<file path="src/hdl/bac_pkg.sv">
// ----------------------------------------------------------------------------
// bac_pkg
// Types and constants shared by the x86 branch address converter modules.
// ----------------------------------------------------------------------------
package bac_pkg;

  // Lookahead window: six bytes, entry 0 is the oldest (next to leave)
  localparam int unsigned WinLen = 6;
  typedef logic [WinLen-1:0][7:0] bac_win_t;

  // Opcode and operand patterns
  localparam logic [7:0] OpJccPrefix = 8'h0F;
  localparam logic [7:0] JccHiMask   = 8'hF0;
  localparam logic [7:0] JccHiCode   = 8'h80;
  localparam logic [7:0] OpCall      = 8'hE8;
  localparam logic [7:0] OpJmp       = 8'hE9;
  localparam logic [7:0] TopAllZero  = 8'h00;
  localparam logic [7:0] TopAllOne   = 8'hFF;
  localparam logic [2:0] MaskKeep    = 3'h7;

  // Instruction lengths and consumed-byte codes
  localparam logic [2:0] LenNone = 3'd0;  // conversion stops
  localparam logic [2:0] LenOne  = 3'd1;
  localparam logic [2:0] LenRel  = 3'd5;  // E8 / E9
  localparam logic [2:0] LenJcc  = 3'd6;  // 0F 8x
  localparam logic [2:0] RemFull = 3'd6;
  localparam logic [2:0] RemJccMin = 3'd2;
  localparam logic [2:0] DistSat = 3'd6;
  localparam logic [2:0] DistMax = 3'd5;

  // Position register holds start + index + length of a near branch
  localparam logic [31:0] PosRelOffset = 32'd5;

  // Configuration register indexes
  typedef enum logic [0:0] {
    BAC_REG_DECODE_MODE = 1'b0,
    BAC_REG_START_POS   = 1'b1
  } bac_reg_e;

  // Front state: filling / streaming, or flushing after the last byte
  typedef enum logic [0:0] {
    BAC_FILL  = 1'b0,
    BAC_FLUSH = 1'b1
  } bac_state_e;

  // Branch history carried between decisions
  typedef struct packed {
    logic [3:0] mask;
    logic [2:0] mark_dist;
  } bac_hist_t;

  // Outcome of one decision
  typedef struct packed {
    logic [2:0] used;   // bytes consumed, LenNone stops conversion
    bac_hist_t  hist;
  } bac_dec_t;

  // One result byte
  typedef struct packed {
    logic [7:0] data;
    logic       last;
  } bac_res_t;

endpackage

</file>
<file path="src/hdl/bac_classify.sv">
// ----------------------------------------------------------------------------
// bac_classify
// Classifies the byte at the window front and rewrites a branch operand.
// ----------------------------------------------------------------------------
module bac_classify (
  input  bac_pkg::bac_win_t  win_i,
  input  logic [2:0]         rem_i,
  input  bac_pkg::bac_hist_t hist_i,
  input  logic               decode_i,
  input  logic [31:0]        pos5_i,
  output bac_pkg::bac_dec_t  dec_o,
  output bac_pkg::bac_win_t  win_o
);

  logic        is_jcc;
  logic        is_rel;
  logic [2:0]  shamt;
  logic [7:0]  shifted;
  logic [2:0]  mask_sh;
  logic        skip;
  logic [31:0] operand;
  logic [31:0] addend;
  logic        carry_in;
  logic [31:0] sum;

  // Opcode match
  assign is_jcc = (win_i[0] == bac_pkg::OpJccPrefix) && (rem_i >= bac_pkg::RemJccMin) &&
                  ((win_i[1] & bac_pkg::JccHiMask) == bac_pkg::JccHiCode);
  assign is_rel = (win_i[0] == bac_pkg::OpCall) || (win_i[0] == bac_pkg::OpJmp);

  // Age the marker mask by the distance to the previous marker
  assign shamt   = (hist_i.mark_dist == '0) ? 3'd0 : hist_i.mark_dist - 3'd1;
  assign shifted = {4'b0, hist_i.mask} << shamt;
  assign mask_sh = (hist_i.mark_dist > bac_pkg::DistMax) ? 3'd0 :
                   (shifted[2:0] & bac_pkg::MaskKeep);
  assign skip    = (mask_sh != '0) &&
                   ((mask_sh[0] && (win_i[4] == bac_pkg::TopAllZero)) ||
                    (mask_sh[1] && (win_i[4] == bac_pkg::TopAllOne)));

  // Single adder: operand +/- (position + length); length 6 via carry trick
  assign operand  = is_jcc ? win_i[5:2] : win_i[4:1];
  assign addend   = decode_i ? pos5_i : ~pos5_i;
  assign carry_in = decode_i ? is_jcc : ~is_jcc;
  assign sum      = operand + addend + {31'b0, carry_in};

  // Decision
  always_comb begin
    dec_o.used = bac_pkg::LenOne;
    dec_o.hist = hist_i;
    win_o      = win_i;
    if (is_jcc) begin
      if (rem_i >= bac_pkg::RemFull) begin
        dec_o.used           = bac_pkg::LenJcc;
        dec_o.hist.mask      = '0;
        dec_o.hist.mark_dist = '0;
        win_o[5:2]           = sum;
      end
    end else if (is_rel) begin
      if (rem_i < bac_pkg::LenRel) begin
        dec_o.used = bac_pkg::LenNone;
      end else begin
        dec_o.hist.mark_dist = '0;
        dec_o.hist.mask      = {mask_sh, 1'b1};
        if (!skip) begin
          dec_o.used = bac_pkg::LenRel;
          win_o[4:1] = sum;
        end
      end
    end
  end

endmodule

</file>
<file path="src/hdl/bac_front.sv">
// ----------------------------------------------------------------------------
// bac_front
// Accepts bytes into the lookahead window, holds configuration and branch
// history, makes at most one decision per emitted byte and sequences the flush.
// ----------------------------------------------------------------------------
module bac_front (
  input  logic              clk_i,
  input  logic              rst_ni,
  input  logic              push_i,
  input  logic [7:0]        data_byte_i,
  input  logic              is_last_i,
  input  logic              cfg_we_i,
  input  logic [0:0]        cfg_idx_i,
  input  logic [31:0]       cfg_wdata_i,
  input  logic              q_full_i,
  output logic              full_o,
  output logic              emit_valid_o,
  output bac_pkg::bac_res_t emit_o
);

  bac_pkg::bac_state_e state_q, state_d;
  bac_pkg::bac_win_t   win_q, win_d;
  logic [2:0]          fill_q, fill_d;
  bac_pkg::bac_hist_t  hist_q, hist_d;
  logic [2:0]          pass_q, pass_d;
  logic                stop_q, stop_d;
  logic [31:0]         idx5_q, idx5_d;
  logic [31:0]         pos5_q, pos5_d;
  logic                decode_q, decode_d;
  logic [31:0]         start_q, start_d;

  bac_pkg::bac_win_t   win_in;
  bac_pkg::bac_win_t   cls_win;
  bac_pkg::bac_win_t   cls_win_new;
  bac_pkg::bac_win_t   next_win;
  logic [2:0]          cls_rem;
  bac_pkg::bac_dec_t   dec;
  bac_pkg::bac_hist_t  hist_nx;
  logic                flushing;
  logic                accept;
  logic                step;
  logic                do_dec;

  // Window with the incoming byte placed at the fill slot
  always_comb begin
    win_in = win_q;
    for (int i = 0; i < bac_pkg::WinLen; i++) begin
      if (fill_q == 3'(i)) win_in[i] = data_byte_i;
    end
  end

  assign flushing = (state_q == bac_pkg::BAC_FLUSH);
  assign full_o   = flushing || q_full_i;
  assign accept   = push_i && !full_o;
  assign step     = (accept && !is_last_i && (fill_q == 3'(bac_pkg::WinLen - 1))) ||
                    (flushing && !q_full_i);
  assign do_dec   = (pass_q == '0) && !stop_q;

  assign cls_win = flushing ? win_q : win_in;
  assign cls_rem = flushing ? fill_q : bac_pkg::RemFull;

  bac_classify u_classify (
    .win_i    (cls_win),
    .rem_i    (cls_rem),
    .hist_i   (hist_q),
    .decode_i (decode_q),
    .pos5_i   (pos5_q),
    .dec_o    (dec),
    .win_o    (cls_win_new)
  );

  // Rewritten window moves one byte towards the front
  always_comb begin
    next_win = do_dec ? cls_win_new : cls_win;
    next_win = {next_win[5], next_win[5:1]};
  end

  // History after the decision, distance aged by the byte leaving
  always_comb begin
    hist_nx = do_dec ? dec.hist : hist_q;
    if (hist_nx.mark_dist < bac_pkg::DistSat) hist_nx.mark_dist = hist_nx.mark_dist + 3'd1;
  end

  // Next state and result
  always_comb begin
    state_d      = state_q;
    win_d        = win_q;
    fill_d       = fill_q;
    hist_d       = hist_q;
    pass_d       = pass_q;
    stop_d       = stop_q;
    idx5_d       = idx5_q;
    pos5_d       = pos5_q;
    decode_d     = decode_q;
    start_d      = start_q;
    emit_valid_o = 1'b0;
    emit_o.data  = cls_win[0];
    emit_o.last  = flushing && (fill_q == 3'd1);

    if (accept && (is_last_i || (fill_q != 3'(bac_pkg::WinLen - 1)))) begin
      win_d  = win_in;
      fill_d = fill_q + 3'd1;
      if (is_last_i) state_d = bac_pkg::BAC_FLUSH;
    end

    if (step) begin
      emit_valid_o = 1'b1;
      win_d        = next_win;
      hist_d       = hist_nx;
      idx5_d       = idx5_q + 32'd1;
      pos5_d       = pos5_q + 32'd1;
      if (pass_q != '0) begin
        pass_d = pass_q - 3'd1;
      end else if (do_dec) begin
        if (dec.used == bac_pkg::LenNone) stop_d = 1'b1;
        else pass_d = dec.used - 3'd1;
      end
      if (flushing) begin
        fill_d = fill_q - 3'd1;
        // final byte leaves: stream state back to its start-of-buffer values
        if (fill_q == 3'd1) begin
          state_d          = bac_pkg::BAC_FILL;
          fill_d           = '0;
          hist_d.mask      = '0;
          hist_d.mark_dist = bac_pkg::DistSat;
          pass_d           = '0;
          stop_d           = 1'b0;
          idx5_d           = bac_pkg::PosRelOffset;
          pos5_d           = start_q + bac_pkg::PosRelOffset;
        end
      end
    end

    // The user must write configuration only while idle; the block does not enforce it
    if (cfg_we_i) begin
      case (bac_pkg::bac_reg_e'(cfg_idx_i))
        bac_pkg::BAC_REG_DECODE_MODE: decode_d = cfg_wdata_i[0];
        bac_pkg::BAC_REG_START_POS: begin
          start_d = cfg_wdata_i;
          pos5_d  = cfg_wdata_i + idx5_d;
        end
        default: ;
      endcase
    end
  end

  // Control and configuration registers
  always_ff @(posedge clk_i or negedge rst_ni) begin
    if (!rst_ni) begin
      state_q   <= bac_pkg::BAC_FILL;
      fill_q    <= '0;
      hist_q    <= '{mask: 4'd0, mark_dist: bac_pkg::DistSat};
      pass_q    <= '0;
      stop_q    <= 1'b0;
      idx5_q    <= bac_pkg::PosRelOffset;
      pos5_q    <= bac_pkg::PosRelOffset;
      decode_q  <= 1'b0;
      start_q   <= '0;
    end else begin
      state_q   <= state_d;
      fill_q    <= fill_d;
      hist_q    <= hist_d;
      pass_q    <= pass_d;
      stop_q    <= stop_d;
      idx5_q    <= idx5_d;
      pos5_q    <= pos5_d;
      decode_q  <= decode_d;
      start_q   <= start_d;
    end
  end

  // Window bytes (payload, slots beyond the fill count are never read)
  always_ff @(posedge clk_i) begin
    win_q <= win_d;
  end

endmodule

</file>
<file path="src/hdl/bac_queue.sv">
// ----------------------------------------------------------------------------
// bac_queue
// Small result queue between the front and the result ports.
// ----------------------------------------------------------------------------
module bac_queue #(
  parameter int unsigned Depth = 4
) (
  input  logic              clk_i,
  input  logic              rst_ni,
  input  logic              wr_en_i,
  input  bac_pkg::bac_res_t wr_data_i,
  input  logic              rd_en_i,
  output bac_pkg::bac_res_t rd_data_o,
  output logic              full_o,
  output logic              empty_o
);

  localparam int unsigned PtrW = (Depth > 1) ? $clog2(Depth) : 1;
  localparam int unsigned CntW = $clog2(Depth + 1);

  bac_pkg::bac_res_t mem_q [Depth];
  logic [PtrW-1:0]   wr_q, rd_q;
  logic [CntW-1:0]   cnt_q;
  logic              do_wr, do_rd;

  assign full_o    = (cnt_q == CntW'(Depth));
  assign empty_o   = (cnt_q == '0);
  assign do_wr     = wr_en_i && !full_o;
  assign do_rd     = rd_en_i && !empty_o;
  assign rd_data_o = mem_q[rd_q];

  // Pointers and occupancy
  always_ff @(posedge clk_i or negedge rst_ni) begin
    if (!rst_ni) begin
      wr_q  <= '0;
      rd_q  <= '0;
      cnt_q <= '0;
    end else begin
      if (do_wr) wr_q <= (wr_q == PtrW'(Depth - 1)) ? '0 : wr_q + 1'b1;
      if (do_rd) rd_q <= (rd_q == PtrW'(Depth - 1)) ? '0 : rd_q + 1'b1;
      if (do_wr && !do_rd) cnt_q <= cnt_q + 1'b1;
      else if (do_rd && !do_wr) cnt_q <= cnt_q - 1'b1;
    end
  end

  // Storage
  always_ff @(posedge clk_i) begin
    if (do_wr) mem_q[wr_q] <= wr_data_i;
  end

endmodule

</file>
<file path="src/hdl/x86_branch_address_converter_top.sv">
// ----------------------------------------------------------------------------
// x86_branch_address_converter_top
// Streaming x86 branch operand converter (encode / decode), queue ports.
// ----------------------------------------------------------------------------
// One byte is accepted per clock while full is low. The first five bytes of a
// buffer fill the lookahead window and give no result; from then on every
// accepted byte but the last pushes one result byte into the result queue as
// it is accepted. A byte with is_last starts a flush: the held bytes (up to
// six) leave at one per cycle while the queue has room, full staying high,
// and the stream state is then back at its start-of-buffer values. The rate
// is set by the window register and the single 32-bit operand adder, which
// together finish one decision per cycle while the queue has room; the result
// queue (QueueDepth entries) lets the input side go on while results wait to be popped.
module x86_branch_address_converter_top #(
  parameter int unsigned QueueDepth = 4
) (
  input  logic        clk_i,
  input  logic        rst_ni,
  // input queue side
  input  logic        push,
  output logic        full,
  input  logic [7:0]  data_byte_i,
  input  logic        is_last_i,
  // result queue side
  output logic        empty,
  input  logic        pop,
  output logic [7:0]  out_byte_o,
  output logic        out_last_o,
  // configuration
  input  logic        cfg_we_i,
  input  logic [0:0]  cfg_idx_i,
  input  logic [31:0] cfg_wdata_i
);

  bac_pkg::bac_res_t emit;
  bac_pkg::bac_res_t head;
  logic              emit_valid;
  logic              q_full;

  // Front: window, decisions, flush sequencing
  bac_front u_front (
    .clk_i        (clk_i),
    .rst_ni       (rst_ni),
    .push_i       (push),
    .data_byte_i  (data_byte_i),
    .is_last_i    (is_last_i),
    .cfg_we_i     (cfg_we_i),
    .cfg_idx_i    (cfg_idx_i),
    .cfg_wdata_i  (cfg_wdata_i),
    .q_full_i     (q_full),
    .full_o       (full),
    .emit_valid_o (emit_valid),
    .emit_o       (emit)
  );

  // Back: result queue
  bac_queue #(
    .Depth (QueueDepth)
  ) u_queue (
    .clk_i     (clk_i),
    .rst_ni    (rst_ni),
    .wr_en_i   (emit_valid),
    .wr_data_i (emit),
    .rd_en_i   (pop),
    .rd_data_o (head),
    .full_o    (q_full),
    .empty_o   (empty)
  );

  assign out_byte_o = head.data;
  assign out_last_o = head.last;

endmodule

</file>
<file path="config.mk">
export PLATFORM = sky130hd
export DESIGN_NAME = x86_branch_address_converter_top
export DESIGN_NICKNAME = d
export VERILOG_FILES = /design/src/hdl/bac_pkg.sv /design/src/hdl/bac_classify.sv /design/src/hdl/bac_front.sv /design/src/hdl/bac_queue.sv /design/src/hdl/x86_branch_address_converter_top.sv
export SDC_FILE = /design/constraint.sdc
export NUM_CORES = 1
export LEC_CHECK = 0
export BUFFER_PORTS_ARGS = -buffer_cell sky130_fd_sc_hd__buf_2
export CAP_MARGIN = 25
export CELL_PAD_IN_SITES_DETAIL_PLACEMENT = 0
export CELL_PAD_IN_SITES_GLOBAL_PLACEMENT = 2
export CORE_MARGIN = 8
export CORE_UTILIZATION = 43
export CTS_CLUSTER_DIAMETER = 50
export CTS_CLUSTER_SIZE = 24
export DETAILED_ROUTE_END_ITERATION = 8
export PLACE_DENSITY_LB_ADDON = 0.08
export RECOVER_POWER = 100
export SKIP_CTS_REPAIR_TIMING = 1
export SLEW_MARGIN = 25
export SYNTH_ARGS = -nofsm -noshare
export SYNTH_HDL_FRONTEND = slang
export SYNTH_SLANG_ARGS = --single-unit
</file>
<file path="constraint.sdc">
create_clock -name clk_i -period 7.95 [get_ports clk_i]
set_input_delay 1.59 -clock clk_i [delete_from_list [all_inputs] [get_ports clk_i]]
set_output_delay 1.59 -clock clk_i [all_outputs]
set_load 0.01 [all_outputs]
</file>
; ---- Word level (Yosys, flattened, before mapping)
; Memory sizes are Yosys's and may differ from the RTL's.
; Cells that the tools add are included.
[word_totals]
register_bits = 167
ram_bits = 36
output_inout_bits = 11
word_cells = 166
memories = 1
[memory_table]
columns = memory, depth, width, read_ports, rd_clocked_by_memory_dff, write_ports, line
row1 = u_queue.mem_q, 4, 9, 1, 0, 1, bac_queue.sv:21  ; bac_pkg::bac_res_t mem_q [Depth];
[op_classes]
n_addsub = 16
magnitude_cmp = 5
eq_ne = 14
shift = 1
mux = 67
bitwise = 3
n_reduce_logical = 40
[op_table]
columns = cell, count
row1 = 2-to-1 mux 32 bit, 14
row2 = 2-to-1 mux 48 bit, 4
row3 = adder 32 x 1 -> 32 bit (second input constant), 2
row4 = adder 32 bit, 2
row5 = 2-to-1 mux 8 bit, 8
row6 = 2-to-1 mux 3 bit, 17
row7 = adder 32 x 1 -> 32 bit, 1
row8 = adder 32 x 3 -> 32 bit (second input constant), 1
row9 = inverter 32 bit, 1
row10 = 2-to-1 mux 10 bit, 3
row11 = 2-to-1 mux 7 bit, 4
row12 = == test 8 bit (second input constant), 3
row13 = 2-to-1 mux 24 bit, 1
row14 = logical AND 1 bit, 16
row15 = logical NOT 3 bit, 5
row16 = subtractor 3 x 1 -> 3 bit (second input constant), 5
row17 = 2-to-1 mux 1 bit, 14
row18 = adder 3 x 1 -> 3 bit (second input constant), 3
row19 = == test 3 bit (second input constant), 3
row20 = == test 8 x 4 -> 1 bit (second input constant), 1
row21 = logical NOT 8 bit, 1
row22 = logical NOT 1 bit, 7
row23 = == test 3 x 2 -> 1 bit (second input constant), 2
row24 = < comparator 3 bit (second input constant), 2
row25 = 15 further kinds, 26

; ---- Longest topological paths before layout
[depth]
ltp_word = 17
depth_mapped = 23

; ---- Cells and area by module
; A second synthesis with hierarchy kept.
[hier_totals]
cells_unflattened = 1898
area_unflattened_um2 = 16692.3
[by_module_without_submodules]
columns = module, instances, cells_each, area_each_um2, seq_area_each_um2
row1 = bac_front, 1, 1344, 11543.6, 4251.6
row2 = bac_classify, 1, 470, 3409.5, 0.0
row3 = bac_queue, 1, 84, 1739.2, 1256.2

; ---- Worst setup path after synthesis
; Ideal clock, no wire load.
[synth_path]
kind = in2reg
start = input port data_byte_i[4]
end = register u_front.win_q[42] (netlist name), data pin
setup_time_ns = 0.274
arrival_ns = 5.593
required_time_ns = 7.676
path_slack_ns = 2.083
stages = 19
n_path_buf = 3
path_cell_list = clkbuf_1 > o22a_1 > o22a_1 > or4_1 > buf_2 > clkbuf_1 > o21ai_0 > fa_1 > inv_1 > fa_1 > a211oi_1 > o21ai_0 > nand4_1 > a21boi_0 > a41oi_1 > o21ai_0 > xor2_1 > a211oi_1 > a31oi_1
[synth_lines]
columns = item, line
row1 = from (decl), x86_branch_address_converter_top.sv:22  ; input logic [7:0] data_byte_i,
row2 = to (signal assigned), bac_front.sv:174  ; win_q <= win_d;
row3 = to (decl), bac_front.sv:22  ; bac_pkg::bac_win_t win_q, win_d;

; ---- Worst setup path after layout
[layout_path]
start = input port is_last_i
end = register u_queue.cnt_q[2]
[layout_via]
elab_chain_len = 9
word_cells_on_any_way = 11
[layout_rtl]
columns = item, line
row1 = from (decl), x86_branch_address_converter_top.sv:23  ; input logic is_last_i,
row2 = logical NOT 1 bit (*), bac_front.sv:55  ; assign step = (accept && !is_last_i && (fill_q == 3'(bac_pkg::WinLen - 1))) ||
row3 = logical AND 1 bit (*) (2 in series), bac_front.sv:55
row4 = logical OR 1 bit (*), bac_front.sv:55
row5 = 2-to-1 mux 1 bit (*), bac_front.sv:106  ; if (step) begin
row6 = logical AND 1 bit (*), bac_queue.sv:28  ; assign do_wr = wr_en_i && !full_o;
row7 = logical NOT 1 bit, bac_queue.sv:42  ; else if (do_rd && !do_wr) cnt_q <= cnt_q - 1'b1;
row8 = logical AND 1 bit, bac_queue.sv:42
row9 = nonzero test 2 bit (no line), --
row10 = to (signal assigned), bac_queue.sv:41  ; if (do_wr && !do_rd) cnt_q <= cnt_q + 1'b1;
row11 = to (signal assigned), bac_queue.sv:42
row12 = to (decl), bac_queue.sv:23  ; logic [CntW-1:0] cnt_q;
; Mark *: on every way between the ends. The rest lies on a longest branch, timed or not.
; A chain may end at the register's enable or synchronous reset.

==> results.py <==
metrics = {
    "grt": {
        "grt_usage": 0.233,
        "grt_pass1_vias": 13800,
        "grt_max_degree": 66,
        "grt_pass1_wl_um": 81600,
        "grt-ovfl-total": 0,
        "antenna_found_initial": 0,
    },
    "placed_design": {
        "dpl.hpwl_um": 38500,
        "placed_cell_area_um2": 16600,
        "portBuffers": 57,
        "gp_congestion": 0.881,
    },
    "synthesis": {
        "yosys_warnings": 0,
        "synth_cell_types": 90,
        "synthFlopType": "dfrtp_1",
        "synth_mux_area_frac": 0.0722,
        "yosysTopAreaCellShare": 0.174,
        "yosysSeqAreaShare": 0.342,
        "synth_top_area_cell": "dfrtp_1",
        "synth_compound_area_frac": 0.198,
        "syn_inst": 1849,
        "synth_fa_ha_area_frac": 0.0700,
        "synth_common_cells": "274 x nand2_1, 147 x a21oi_1, 145 x nor2_1",
        "synthTopCellsByArea": "dfrtp_1 17%, edfxtp_1 16%, ha_1 6.5%",
        "synthArstFlopShare": 0.582,
        "yosysMostFrequentCell": "nand2_1",
        "synthSimpleGateAreaFrac": 0.196,
        "syn_avg_cell_area_um2": 8.64,
        "synth_top_family_by_area": "compound AO/OA/AOI/OAI gates",
        "syn_area_um2": 16000,
        "synthXorXnorAreaFrac": 0.0844,
        "yosys_register_bits": 201,
        "syn-num-nets": 1983,
        "synth_edf_count": 84,
    },
    "timing": {
        "fmax_mhz": 141,
        "tns_ns": 0,
        "post-route-period-util": 0.891,
        "fin_crit_ns": 7.08,
        "setup_viol": 0,
        "hold_viol": 0,
        "fin_skew_ns": 0.0177,
        "rsz0062_at_grt": "false",
        "slew_headroom": -1.18,
        "worst_pin_slew_ns": 3.27,
        "slew_violations": 383,
    },
    "clock_network": {
        "tritoncts": "done",
        "clkTransAtPathRegs_ns": 0.06,
        "clock_path_buffers": 3,
        "root_buffer": "clkbuf_16",
        "numCtsBuffers": 31,
        "clock_sinks": 201,
        "htree_levels": 1,
        "insertion_delay_ns": 0.58,
    },
    "route": {
        "drc_errors": 0,
        "dr_wl_met2_um": 23900,
        "wl_met1_um": 23800,
        "via_per_inst": 6.02,
        "wl_per_cell_um": 22.2,
        "wl_met3_um": 2840,
        "dr.first_iter.drc_count": 1098,
        "wirelength_um": 52300,
        "vias": 14200,
        "maxUsedRoutingLayer": "met4",
        "antenna_left": 0,
        "dr.pass1.iters": 5,
    },
    "pwr": {
        "p_total_w": 0.00816,
        "power_leakage_nw": 7.19,
        "p_per_area_nw_per_um2": 463,
        "vdd_drop_max_mv": 0.200,
    },
    "die": {
        "die_x_um": 209,
        "start_util": 0.436,
        "die-area_um2": 43600,
        "num_rows": 70,
        "core-area_um2": 36600,
        "num_io_pins": 58,
        "die_y_um": 209,
    },
    "cells_and_area": {
        "regArea_um2": 5460,
        "postLayoutCoreUtil": 0.482,
        "multi_input_area_um2": 9920,
        "layout.nets": 1994,
        "synthToLayoutAreaGrowth_pct": 10.4,
        "n_antenna_cell": 0,
        "final_cell_area_um2": 17600,
        "fillCellCount": 3607,
        "drive_gt1_frac": 0.0934,
    },
    "setup_path": {
        "r2r_cells": 20,
        "crit_cells": 13,
        "endpoint_kind": "register",
        "rrSetupSlack_ns": 0.95,
        "cpPeakStageDelay_ns": 2.15,
        "cp_num_buf_inv": 5,
        "cp.arrival_ns": 7.59,
        "cp-startpoint": "is_last_i",
        "cp_cell_sequence": "buf_2, and3b_1, nand3_1, and2_0, inv_1, buf_4, clkbuf_1, ha_1, inv_1, fa_1, xor2_1, nor2_1, xor2_1",
        "crit_type": "input pin to register",
        "path_delay_family": "buffers and inverters",
        "slowest_stage": "clkbuf_1",
        "r2r-end": "u_front.win_q[33]$_DFFE_PP_",
        "cp-endpoint": "u_queue.cnt_q[2]$_DFFE_PN0P_",
        "required_ns": 8.45,
        "cp-start-kind": "input pin",
        "r2r_start": "u_front.fill_q[0]$_DFF_PN0_",
        "crit_fanout": 60,
    },
    "min_path": {
        "hold_class": "register to register",
    },
    "flow_run": {
        "cap_viol_max_count": 8,
    },
    "run_status": {
        "status": "complete, but fails checks",
        "violations": "capacitance limit, slew limit",
    },
}
[where the power goes]
part           leakage (nW)  switching (W)  internal (W)  total [W]
clock network         0.540       0.000605      0.000828    0.00143
registers              2.24       0.000381       0.00161    0.00199
logic                  4.40        0.00303       0.00171    0.00474
total                  7.19        0.00402       0.00414    0.00816
[through the flow]
| step | std cells | worst slack (ns) | hold WS [ns] |
|---|---|---|---|
| final | 2353 | 0.869 | 0.494 |
| after global routing | 2353 | 0.530 | 0.522 |
| after CTS | 2353 | 1.51 | 0.500 |
| after detailed placement | 2295 | 1.31 | 0.488 |
| after global placement | 2295 | 1.35 | 0.486 |
| after floorplan | 1849 | 2.08 | 0.457 |
[area by class of cell]
type	count	area share
Multi-Input combinational cell	1507	0.563
Sequential cell	201	0.310
Clock buffer	36	0.0474
Tap cell	468	0.0332
Timing Repair Buffer	85	0.0248
Clock inverter	22	0.0151
Inverter	34	0.00724
[how the worst min path moves through the flow]
stage | from | to | slack, ns | cells after the start
global route | u_queue.cnt_q[2]$_DFFE_PN0P_ | u_queue.cnt_q[2]$_DFFE_PN0P_ | 0.52 | 1
detailed placement | u_queue.cnt_q[2]$_DFFE_PN0P_ | u_queue.cnt_q[2]$_DFFE_PN0P_ | 0.49 | 1
finish | u_queue.cnt_q[2]$_DFFE_PN0P_ | u_queue.cnt_q[2]$_DFFE_PN0P_ | 0.49 | 1
floorplan | u_queue.cnt_q[2]$_DFFE_PN0P_ | u_queue.cnt_q[2]$_DFFE_PN0P_ | 0.46 | 1
global placement | u_front.start_q[31]$_DFFE_PN0P_ | u_front.start_q[31]$_DFFE_PN0P_ | 0.49 | 2
CTS | u_queue.cnt_q[2]$_DFFE_PN0P_ | u_queue.cnt_q[2]$_DFFE_PN0P_ | 0.50 | 1
[sequential cells by signal, indices dropped and copies added (netlist names)]
register / flops
u_front.win_q: 48
u_queue.mem_q: 36
u_front.idx5_q: 32
u_front.pos5_q: 32
u_front.start_q: 32
u_front.hist_q: 5
u_front.fill_q: 3
u_front.pass_q: 3
u_queue.cnt_q: 3
u_queue.rd_q: 2
u_queue.wr_q: 2
u_front.decode_q: 1
u_front.flushing: 1
u_front.stop_q: 1
[layer usage]
layer,up-vias,GRT usage
li1,6816,-
met1,6769,0.319
met2,477,0.376
met3,106,0.0268
met4,0,0.0846
met5,-,0
[worst reg2reg max path, cell delays in order (launching register included)]
cell	delay, ns
dfrtp_1	0.45
inv_1	0.15
ha_1	0.31
nor3b_4	0.60
mux2i_1	0.41
nand3b_2	0.20
nor4_4	0.75
clkbuf_1	0.47
clkbuf_1	0.63
nor2_1	0.12
a21oi_1	0.21
ha_1	0.34
a21o_1	0.19
a21oi_1	0.14
nor2_1	0.06
a311o_1	0.31
a41oi_1	0.39
o21ai_0	0.18
xnor2_1	0.39
mux2_1	0.24
a21oi_1	0.08
[cells in the final DEF (no fill, tap or decap), types with 21 or more instances in the layout]
| master | count |
|---|---|
| clkbuf_1 | 26 |
| nor3_1 | 28 |
| nor2_1 | 146 |
| and3_1 | 26 |
| mux2i_1 | 77 |
| inv_1 | 34 |
| a211oi_1 | 28 |
| buf_2 | 43 |
| ha_1 | 83 |
| xnor2_1 | 83 |
| o21ai_0 | 111 |
| nand3_1 | 50 |
| xor2_1 | 71 |
| o221ai_1 | 21 |
| clkbuf_16 | 32 |
| nand4_1 | 33 |
| a21oi_1 | 147 |
| a21o_1 | 29 |
| a31oi_1 | 41 |
| dfrtp_1 | 110 |
| nand2_1 | 272 |
| edfxtp_1 | 84 |
[logic make-up after synthesis]
| group | count (synthesis) |
|---|---|
| adders and majority gates | 87 |
| buffers and inverters | 141 |
| AOI/OAI and AO/OA | 499 |
| DFF | 201 |
| muxes | 102 |
| and+or+nand+nor | 665 |
| xor gates and xnor gates | 154 |
Power figures use the tool's default switching activity.
